### src/rtl/core/tccw_pkg.sv
package tccw_pkg;

  localparam int CHAR_W = 8;
  localparam int CELL_CHAR_W = 7;
  localparam int ATTR_W = 8;
  localparam int POS_W = 11;
  // wide enough for row * columns + column at the default screen size
  localparam int LIN_W = 13;

  localparam logic [CHAR_W-1:0] CODE_NEWLINE = 8'd10;
  localparam logic [CHAR_W-1:0] CODE_BACKSPACE = 8'd8;
  localparam logic [CHAR_W-1:0] CODE_TAB = 8'd9;
  localparam logic [CELL_CHAR_W-1:0] CODE_SPACE = 7'd32;

  localparam logic [ATTR_W-1:0] ATTR_RESET = 8'd15;

  localparam int DEF_SCREEN_COLS = 80;
  localparam int DEF_SCREEN_ROWS = 25;
  localparam int DEF_TAB_STOP = 8;

endpackage

### src/rtl/core/text_console_char_writer.sv
// channel  direction  ports                                   accepted when
// in       input      in_valid, in_ready, in_char_code        in_valid & in_ready
// out      output     out_valid, out_ready, out_cell_*,       out_valid & out_ready
//                     out_scroll_up, out_cursor_pos
// cfg      input      cfg_wr_en, cfg_wr_data                  cfg_wr_en
//
// One item per cycle unless the output stalls; the result lands in the output
// register in the cycle after acceptance. Cursor update, tab table lookup and
// row * columns product: one combinational pass, cursor state to that register.
// Synchronous active-low reset: cursor at 0,0, attribute 15, no result pending.
// A stalled result holds; a new item is taken in the cycle the result leaves.
module text_console_char_writer #(
  parameter int SCREEN_COLS = tccw_pkg::DEF_SCREEN_COLS,
  parameter int SCREEN_ROWS = tccw_pkg::DEF_SCREEN_ROWS,
  parameter int TAB_STOP = tccw_pkg::DEF_TAB_STOP
) (
  input  logic                              clk,
  input  logic                              rst_n,
  input  logic                              in_valid,
  output logic                              in_ready,
  input  logic [tccw_pkg::CHAR_W-1:0]       in_char_code,
  output logic                              out_valid,
  input  logic                              out_ready,
  output logic                              out_cell_write,
  output logic [tccw_pkg::POS_W-1:0]        out_cell_index,
  output logic [tccw_pkg::CELL_CHAR_W-1:0]  out_cell_char,
  output logic [tccw_pkg::ATTR_W-1:0]       out_cell_attr,
  output logic                              out_scroll_up,
  output logic [tccw_pkg::POS_W-1:0]        out_cursor_pos,
  input  logic                              cfg_wr_en,
  input  logic [tccw_pkg::ATTR_W-1:0]       cfg_wr_data
);
  import tccw_pkg::*;

  localparam int COL_W = $clog2(SCREEN_COLS);
  localparam int ROW_W = (SCREEN_ROWS > 1) ? $clog2(SCREEN_ROWS) : 1;
  localparam int TAB_W = COL_W + 1;
  localparam int COL_N = 1 << COL_W;

  logic [COL_W-1:0]       col_r, col_nxt;
  logic [ROW_W-1:0]       row_r, row_nxt;
  logic [ATTR_W-1:0]      attr_r;
  logic                   out_valid_r;
  logic                   wr_r, wr_nxt;
  logic [POS_W-1:0]       idx_r, idx_nxt;
  logic [CELL_CHAR_W-1:0] chr_r, chr_nxt;
  logic [ATTR_W-1:0]      oattr_r, oattr_nxt;
  logic                   scroll_r, scroll_nxt;
  logic [POS_W-1:0]       pos_r, pos_nxt;

  logic [TAB_W-1:0] tab_lut [COL_N];
  logic [TAB_W-1:0] col_wide;
  logic [ROW_W:0]   row_wide;
  logic             in_acc;

  for (genvar c = 0; c < COL_N; c++) begin : g_tab
    assign tab_lut[c] = TAB_W'(((c + TAB_STOP - 1) / TAB_STOP) * TAB_STOP + 1);
  end

  function automatic logic [POS_W-1:0] lin_pos(input logic [ROW_W-1:0] row,
                                               input logic [COL_W-1:0] col);
    logic [LIN_W-1:0] sum;
    sum = LIN_W'(row) * LIN_W'(SCREEN_COLS) + LIN_W'(col);
    return sum[POS_W-1:0];
  endfunction

  assign in_ready = !out_valid_r || out_ready;
  assign in_acc = in_valid && in_ready;

  always_comb begin
    wr_nxt = 1'b0;
    idx_nxt = '0;
    chr_nxt = '0;
    col_wide = {1'b0, col_r};
    row_wide = {1'b0, row_r};
    case (in_char_code)
      CODE_NEWLINE: begin
        col_wide = '0;
        row_wide = row_wide + 1'b1;
      end
      CODE_BACKSPACE: begin
        if (col_r != '0) begin
          col_wide = col_wide - 1'b1;
        end
        wr_nxt = 1'b1;
        idx_nxt = lin_pos(row_r, col_wide[COL_W-1:0]);
        chr_nxt = CODE_SPACE;
      end
      CODE_TAB: begin
        col_wide = tab_lut[col_r];
      end
      default: begin
        if (!in_char_code[CHAR_W-1]) begin
          wr_nxt = 1'b1;
          idx_nxt = lin_pos(row_r, col_r);
          chr_nxt = in_char_code[CELL_CHAR_W-1:0];
        end
        col_wide = col_wide + 1'b1;
      end
    endcase
    if (col_wide >= TAB_W'(SCREEN_COLS)) begin
      col_wide = '0;
      row_wide = row_wide + 1'b1;
    end
    scroll_nxt = 1'b0;
    if (row_wide >= (ROW_W+1)'(SCREEN_ROWS)) begin
      row_wide = (ROW_W+1)'(SCREEN_ROWS - 1);
      scroll_nxt = 1'b1;
    end
    col_nxt = col_wide[COL_W-1:0];
    row_nxt = row_wide[ROW_W-1:0];
    oattr_nxt = wr_nxt ? attr_r : '0;
    pos_nxt = lin_pos(row_nxt, col_nxt);
  end

  always_ff @(posedge clk) begin
    if (!rst_n) begin
      col_r <= '0;
      row_r <= '0;
      attr_r <= ATTR_RESET;
      out_valid_r <= 1'b0;
    end else begin
      if (cfg_wr_en) begin
        attr_r <= cfg_wr_data;
      end
      if (in_acc) begin
        col_r <= col_nxt;
        row_r <= row_nxt;
        out_valid_r <= 1'b1;
      end else if (out_ready) begin
        out_valid_r <= 1'b0;
      end
    end
  end

  always_ff @(posedge clk) begin
    if (in_acc) begin
      wr_r <= wr_nxt;
      idx_r <= idx_nxt;
      chr_r <= chr_nxt;
      oattr_r <= oattr_nxt;
      scroll_r <= scroll_nxt;
      pos_r <= pos_nxt;
    end
  end

  assign out_valid = out_valid_r;
  assign out_cell_write = wr_r;
  assign out_cell_index = idx_r;
  assign out_cell_char = chr_r;
  assign out_cell_attr = oattr_r;
  assign out_scroll_up = scroll_r;
  assign out_cursor_pos = pos_r;

  a_cursor_range: assert property (@(posedge clk) disable iff (!rst_n)
    (ROW_W+1)'(row_r) < (ROW_W+1)'(SCREEN_ROWS) && TAB_W'(col_r) < TAB_W'(SCREEN_COLS))
    else $error("cursor out of screen");

  a_no_write_zero: assert property (@(posedge clk) disable iff (!rst_n)
    out_valid && !out_cell_write |-> out_cell_index == '0 && out_cell_char == '0
      && out_cell_attr == '0)
    else $error("idle cell fields not cleared");

  a_newline_row: assert property (@(posedge clk) disable iff (!rst_n)
    in_acc && in_char_code == CODE_NEWLINE
      && (ROW_W+1)'(row_r) < (ROW_W+1)'(SCREEN_ROWS - 1)
    |=> col_r == '0 && row_r == $past(row_r) + 1'b1 && !out_scroll_up)
    else $error("newline did not step the row");

endmodule

### config.mk
export PLATFORM = sky130hd
export DESIGN_NAME = text_console_char_writer
export DESIGN_NICKNAME = d
export VERILOG_FILES = /design/src/rtl/core/tccw_pkg.sv /design/src/rtl/core/text_console_char_writer.sv
export SDC_FILE = /design/constraint.sdc
export NUM_CORES = 1
export LEC_CHECK = 0
export BUFFER_PORTS_ARGS = -buffer_cell sky130_fd_sc_hd__buf_2
export CORE_MARGIN = 5
export CORE_UTILIZATION = 58
export CTS_CLUSTER_DIAMETER = 30
export DETAILED_ROUTE_END_ITERATION = 7
export PLACE_DENSITY = 0.78
export SLEW_MARGIN = 10
export SYNTH_ARGS = -nofsm -noshare
export SYNTH_HDL_FRONTEND = slang
export SYNTH_SLANG_ARGS = --single-unit
### constraint.sdc
create_clock -name clk -period 8 [get_ports clk]
set_input_delay 1.2 -clock clk [delete_from_list [all_inputs] [get_ports clk]]
set_output_delay 1.2 -clock clk [all_outputs]
set_load 0.02 [all_outputs]
* Yosys cells after proc, flatten, opt, wreduce, memory -nomap -nowiden *
Memories as Yosys holds them, arrays and structs flattened.
Cells that the tools add are included.

storage, ports and cells
  output and inout port bits = 41
  memories kept = 1
  register bits = 60
  ROM bits = 1,024
  input port bits = 21
  logic and storage cells = 51

memory list
  name             words  width  rd ports  clocked after Yosys merged registers in  wr ports  line                            source
  (no name shown)  128    8      1         0                                        0         text_console_char_writer.sv:90  col_wide = tab_lut[col_r];

operators by class
  muxes and demuxes = 18
  multipliers = 2
  reductions and logical operators = 6
  $add $sub $neg = 7
  equality and inequality tests = 3
  bitwise gates (word level) = 1
  order comparisons = 3

operators by type and width
  kind                                                               number
  adder 11 x 7 -> 11 bit                                             3
  two-way mux 8 bit                                                  4
  == test 8 x 4 -> 1 bit, second input constant                      3
  case mux 8 bit (3 select lines)                                    1
  case mux 11 bit (2 select lines)                                   1
  multiplier 5 x 3 -> 7 bit, second input constant                   2
  two-way mux 7 bit                                                  2
  case mux 7 bit (2 select lines)                                    1
  two-way mux 6 bit                                                  2
  two-way mux 11 bit                                                 1
  adder 7 x 1 -> 8 bit, second input constant                        1
  greater-or-equal comparator 8 x 7 -> 1 bit, second input constant  1
  greater-or-equal comparator 8 bit, second input constant           1
  NOT 7 -> 8 bit                                                     1
  subtractor 7 x 1 -> 8 bit, second input constant                   1
  nonzero test 7 bit                                                 1
  adder 5 x 1 -> 6 bit, second input constant                        1
  adder 6 x 1 -> 6 bit, second input constant                        1
  greater-or-equal comparator 6 x 5 -> 1 bit, second input constant  1
  two-way mux 5 bit                                                  1
  two-way mux 1 bit                                                  4
  case mux 1 bit (2 select lines)                                    1
  nonzero test 2 bit                                                 1
  OR reduction 2 bit                                                 1
  3 further kinds                                                    3

* Logic depth before layout (Yosys ltp) *
  depth after elaboration = 11
  gate-level depth with buffers = 26
  depth with buffers taken out = 22

* Least setup slack after synthesis *
Ideal clock, no wire load.

  kind = input to register
  from = in in_char_code[0] (netlist name)
  to = reg pos_r[10] (netlist: out_cursor_pos[10]), data pin
  cell stages on the path = 23
  data required time = 7.736 ns
  arrival = 5.815 ns
  buffers on the path = 4
  library setup time = 0.264 ns
  slack = 1.922 ns
  cell sequence = buf_2 -> nor4b_1 -> and2_1 -> buf_2 -> buf_1 -> xor2_1 -> ha_1 -> buf_1 -> xor2_1 -> nor4b_1 -> a311oi_1 -> a21boi_0 -> o211ai_1 -> mux2_4 -> nor2_1 -> ha_1 -> ha_1 -> fa_1 -> nand2_1 -> nor2b_1 -> o21ai_0 -> a221oi_1 -> xnor2_1

on the way
  cells in the longest elaborated chain, start to end = 8
  elaborated cells on any way between the ends = 13
  those cells by class = add/sub: 2; mul: 1; order compare: 2; eq/ne: 3; mux: 5

ends and longest elaborated chain
  element                                                                             line                                                              source
  start, declared                                                                     text_console_char_writer.sv:21                                    input logic [tccw_pkg::CHAR_W-1:0] in_char_code,
  == test 8 x 4 -> 1 bit                                                              text_console_char_writer.sv:76                                    case (in_char_code)
  case mux 8 bit (3 select lines) or two-way mux 6 bit (tied branches)                text_console_char_writer.sv:76
  greater-or-equal comparator 8 x 7 -> 1 bit or adder 6 x 1 -> 6 bit (tied branches)  text_console_char_writer.sv:101, text_console_char_writer.sv:103
  two-way mux 6 bit *                                                                 text_console_char_writer.sv:101                                   if (col_wide >= TAB_W'(SCREEN_COLS)) begin
  greater-or-equal comparator 6 x 5 -> 1 bit                                          text_console_char_writer.sv:106                                   if (row_wide >= (ROW_W+1)'(SCREEN_ROWS)) begin
  two-way mux 5 bit *                                                                 text_console_char_writer.sv:106
  named net row_wide[1]                                                               text_console_char_writer.sv:53                                    logic [ROW_W:0] row_wide;
  multiplier 5 x 3 -> 7 bit *                                                         text_console_char_writer.sv:63                                    sum = LIN_W'(row) * LIN_W'(SCREEN_COLS) + LIN_W'(col);
  adder 11 x 7 -> 11 bit *                                                            text_console_char_writer.sv:63
  named net pos_nxt[10]                                                               text_console_char_writer.sv:49                                    logic [POS_W-1:0] pos_r, pos_nxt;
  end signal, assigned                                                                text_console_char_writer.sv:143                                   pos_r <= pos_nxt;
  end, declared                                                                       text_console_char_writer.sv:49

Mark *: on every way through the listed nets, which the timed path passes. The rest lies on a longest branch.
A chain may end at the register's enable or synchronous reset.

* Worst setup path after layout *
  from = in in_char_code[2] (netlist name)
  to = reg pos_r[10] (netlist: out_cursor_pos[10]), data pin

Same word-level chain as after synthesis.

==> impl_metrics.toml <==
[status]
outcome = "finished, final reports clean"

[min_path]
hold_depth = 2
min_path_type = "register to register"

[cts]
clock_insertion_delay_worst_skew_ps = 340
ctsHoldBuffers = 0
tritoncts = "yes"
clk_pin_slew_worst_paths_ps = 80
clkSinkCount = 60
postCtsSetupBuffers = 0
cts.repair.resized = 0
clockRootBuffer = "clkbuf_8"
cts_made_buffers = 9
cts_max_level = 3
clockBufferDepth = 2

[cells_and_area]
share_of_final_layout_standard_cells_stronger_than_drive_strength_1 = 0.193
final_cell_count_no_fill = 568
postLayoutCellArea_mm2 = 0.00454
sequential_cell_area_mm2 = 0.00159
multiInputGateArea_mm2 = 0.00226
n_antenna_cell = 0
nets = 520
fillerInstances = 568
area_added_between_synthesis_and_finish_pct = 12.8

[synth]
synthesis.yosys.warnings = 0
synth_seq_area_share = 0.395
yosys.area.top_type_share = 0.291
synth-async-reset-ratio = 0
syn-num-nets = 469
synth.area.top_cells = "edfxtp_1 29%, dfxtp_1 10%, ha_1 8.4%, nand2_1 3.7%, nor2b_1 3.3%"
yosys_reg_bits = 60
number_of_enable_flip_flop_cells_after_synthesis = 39
avgSynthCellArea_um2 = 9.68
synthDistinctLibCells = 69
library_cell_occupying_the_most_area_in_the_post_synthesis_netlist = "edfxtp_1"
synth_ff_type = "edfxtp_1"
mappedNetlistArea_mm2 = 0.00403
syn-instance-count = 416

[critical_path]
worst-r2r-cell-count = 18
element_type_at_the_critical_path_end = "register"
crit_required_ps = 8090
worstSetupStartpointType = "input pin"
critical_path_fanout_max = 19
worstSetupPathType = "input pin to register"
arrival_ps = 6310

[grt]
grt_first_pass_wirelength_um = 14200
overall_routing_resource_usage = 0.204
grt_start_max_net_pins = 32
grt_pass1_vias = 3115
grt_antenna_before_repair = 0
grt.overflow.total = 0

[sta]
slew_headroom = 0.367
time_the_final_worst_path_needs_with_i_o_delays_and_setup_ps = 6220
worst_slew_pin_slew_ps = 949
final.setup_skew_ps = 12.2
maxClockFrequency_mhz = 161
final_max_slew_viol_count = 0
final-hold-violation-count = 0
period_utilization_post_route = 0.778
fin_setup_tns_ps = 0
setup_viol_count_final = 0
rsz0062_at_grt = "false"

[route]
detail_route.drc_violations = 0
detailroute.via_count = 3260
routed_wire_length_per_instance_um = 15.0
detail-route-antenna-nets = 0
routed_via_density = 5.74
drt_pass1_iterations = 4
first_iter_violations = 185
wl_um = 8540

[placement]
port_buffers = 61
place.gp.congestion = 0.892
place.detailed.hpwl_um = 6300
place.detailed.instances = 552
dpl-instance-area_mm2 = 0.00435

[job]
max_cap_violations = 0

[floorplanning]
die-height_um = 93.3
die-area_mm2 = 0.00871
dieWidth_um = 93.3
initial_standard_cell_utilization_of_the_core = 0.593
row_cnt = 30
design.portCount = 62
floorplan.core_area_mm2 = 0.00679

[power]
power.static_leakage_nw = 1.97
vdd_drop_max_v = 0.0000666
power.density_cell_area_mw_per_mm2 = 154
==> routing by layer <==
metal | global-route usage | vias to the layer above | routed length, um
met4 | 0.0879 | 0 | 143
met1 | 0.245 | 1534 | 3600
met2 | 0.352 | 91 | 4340
met5 | 0 | - | 0
met3 | 0.0442 | 11 | 457
li1 | - | 1624 | -
==> final timing paths <==
kind / start / endpoint / slack, ps
min reg2reg: attr_r[1] / attr_r[1] / 470
max reg2reg: col_r[0] / out_cursor_pos[10] / 2560
min: attr_r[1] / attr_r[1] / 470
max: in_char_code[2] / out_cursor_pos[10] / 1780
==> kinds of logic after synthesis <==
logic type,count (synthesis),share of synthesized area
adders and majority gates,32,0.109
and+or+nand+nor,148,0.201
xor gates and xnor gates,22,0.0478
buffers and inverters,40,0.0444
muxes,11,0.0289
AOI/OAI and AO/OA,103,0.174
DFF,60,0.395
==> area by class of cell <==
class,instances,share of cell area
clock buffer,10,0.0328
multi-input combinational,316,0.497
inverter,18,0.0149
timing repair buffer,62,0.0688
sequential,60,0.350
clock inverter,6,0.00991
tap,96,0.0264
==> cell usage after synthesis, types with 2 or more instances <==
library cell	count
o31ai_2	2
dfxtp_1	21
o21ai_0	23
nand3_1	12
clkbuf_1	12
o211ai_1	3
a31oi_1	4
ha_1	27
edfxtp_1	39
buf_6	3
o22ai_1	5
nor3_1	7
a21boi_0	2
nor2_1	28
o221ai_1	2
nand2_1	40
a221oi_1	2
nor4b_1	2
a21oi_1	19
xnor2_1	12
fa_1	5
a22oi_1	3
o22a_1	2
nand4_1	5
buf_1	2
a21boi_1	6
o21ai_1	3
inv_1	17
nor2b_1	21
and2_1	4
buf_2	5
a21o_1	7
o41ai_1	2
mux2i_1	9
a211oi_1	4
xor2_1	10
nand2b_1	7
and3_1	3
nand3b_1	2
or3_1	5
==> power breakdown <==
group,internal (W),switching (W)
sequential,0.000347,0.00000626
combinational,0.0000307,0.0000577
clock,0.000133,0.000127
total,0.000510,0.000191
==> metrics by stage <==
| stage | power, W | setup slack (ps) | util | hold WS (ps) |
|---|---|---|---|---|
| finish | 0.000702 | 1780 | 0.669 | 469 |
| global route | 0.000731 | 1340 | 0.669 | 497 |
| CTS | 0.000709 | 1830 | 0.669 | 473 |
| detailed placement | 0.000449 | 1480 | 0.640 | 452 |
| global placement | 0.000446 | 1690 | 0.640 | 447 |
| floorplan | 0.000421 | 1920 | - | 433 |
==> critical path: stages <==
cell and delay (ps):
buf_2 110, nor4b_2 510, and2_1 600, xor2_1 280
ha_1 340, xor2_1 100, nor4b_1 260, a311oi_1 100
a21boi_0 220, o211ai_1 100, mux2_4 330, nor2_1 290
ha_1 300, ha_1 230, fa_1 520, nand2_1 80
nor2b_1 190, o21ai_0 110, a221oi_1 350, xnor2_1 90
==> layout by cell type, fill, tap and decap left out, drive strengths merged, types with 2 or more instances in the layout <==
cell type	count
clkinv	6
and2	4
inv	18
a211oi	4
nand3	12
o211ai	3
clkbuf	10
a22oi	3
o21ai	27
o41ai	2
mux2i	9
a21o	7
nand4	5
a221oi	2
edfxtp	39
nand2	41
a21boi	8
o22a	2
a21oi	20
and3	3
fa	5
xnor2	12
xor2	10
nor2b	21
o221ai	2
nor2	28
or3	6
mux2	2
nand3b	2
nand2b	7
o22ai	5
dfxtp	21
ha	27
o31ai	3
nor4b	4
a31oi	5
buf	62
nor3	7
==> registers in the layout, summed over array words and instances (netlist names) <==
| signal | count |
|---|---|
| out_cell_index | 11 |
| out_valid | 1 |
| out_cell_char | 7 |
| out_cursor_pos | 11 |
| out_cell_attr | 8 |
| attr_r | 8 |
| row_r | 5 |
| out_cell_write | 1 |
| col_r | 7 |
| out_scroll_up | 1 |
(Power assumes the default switching activity.)
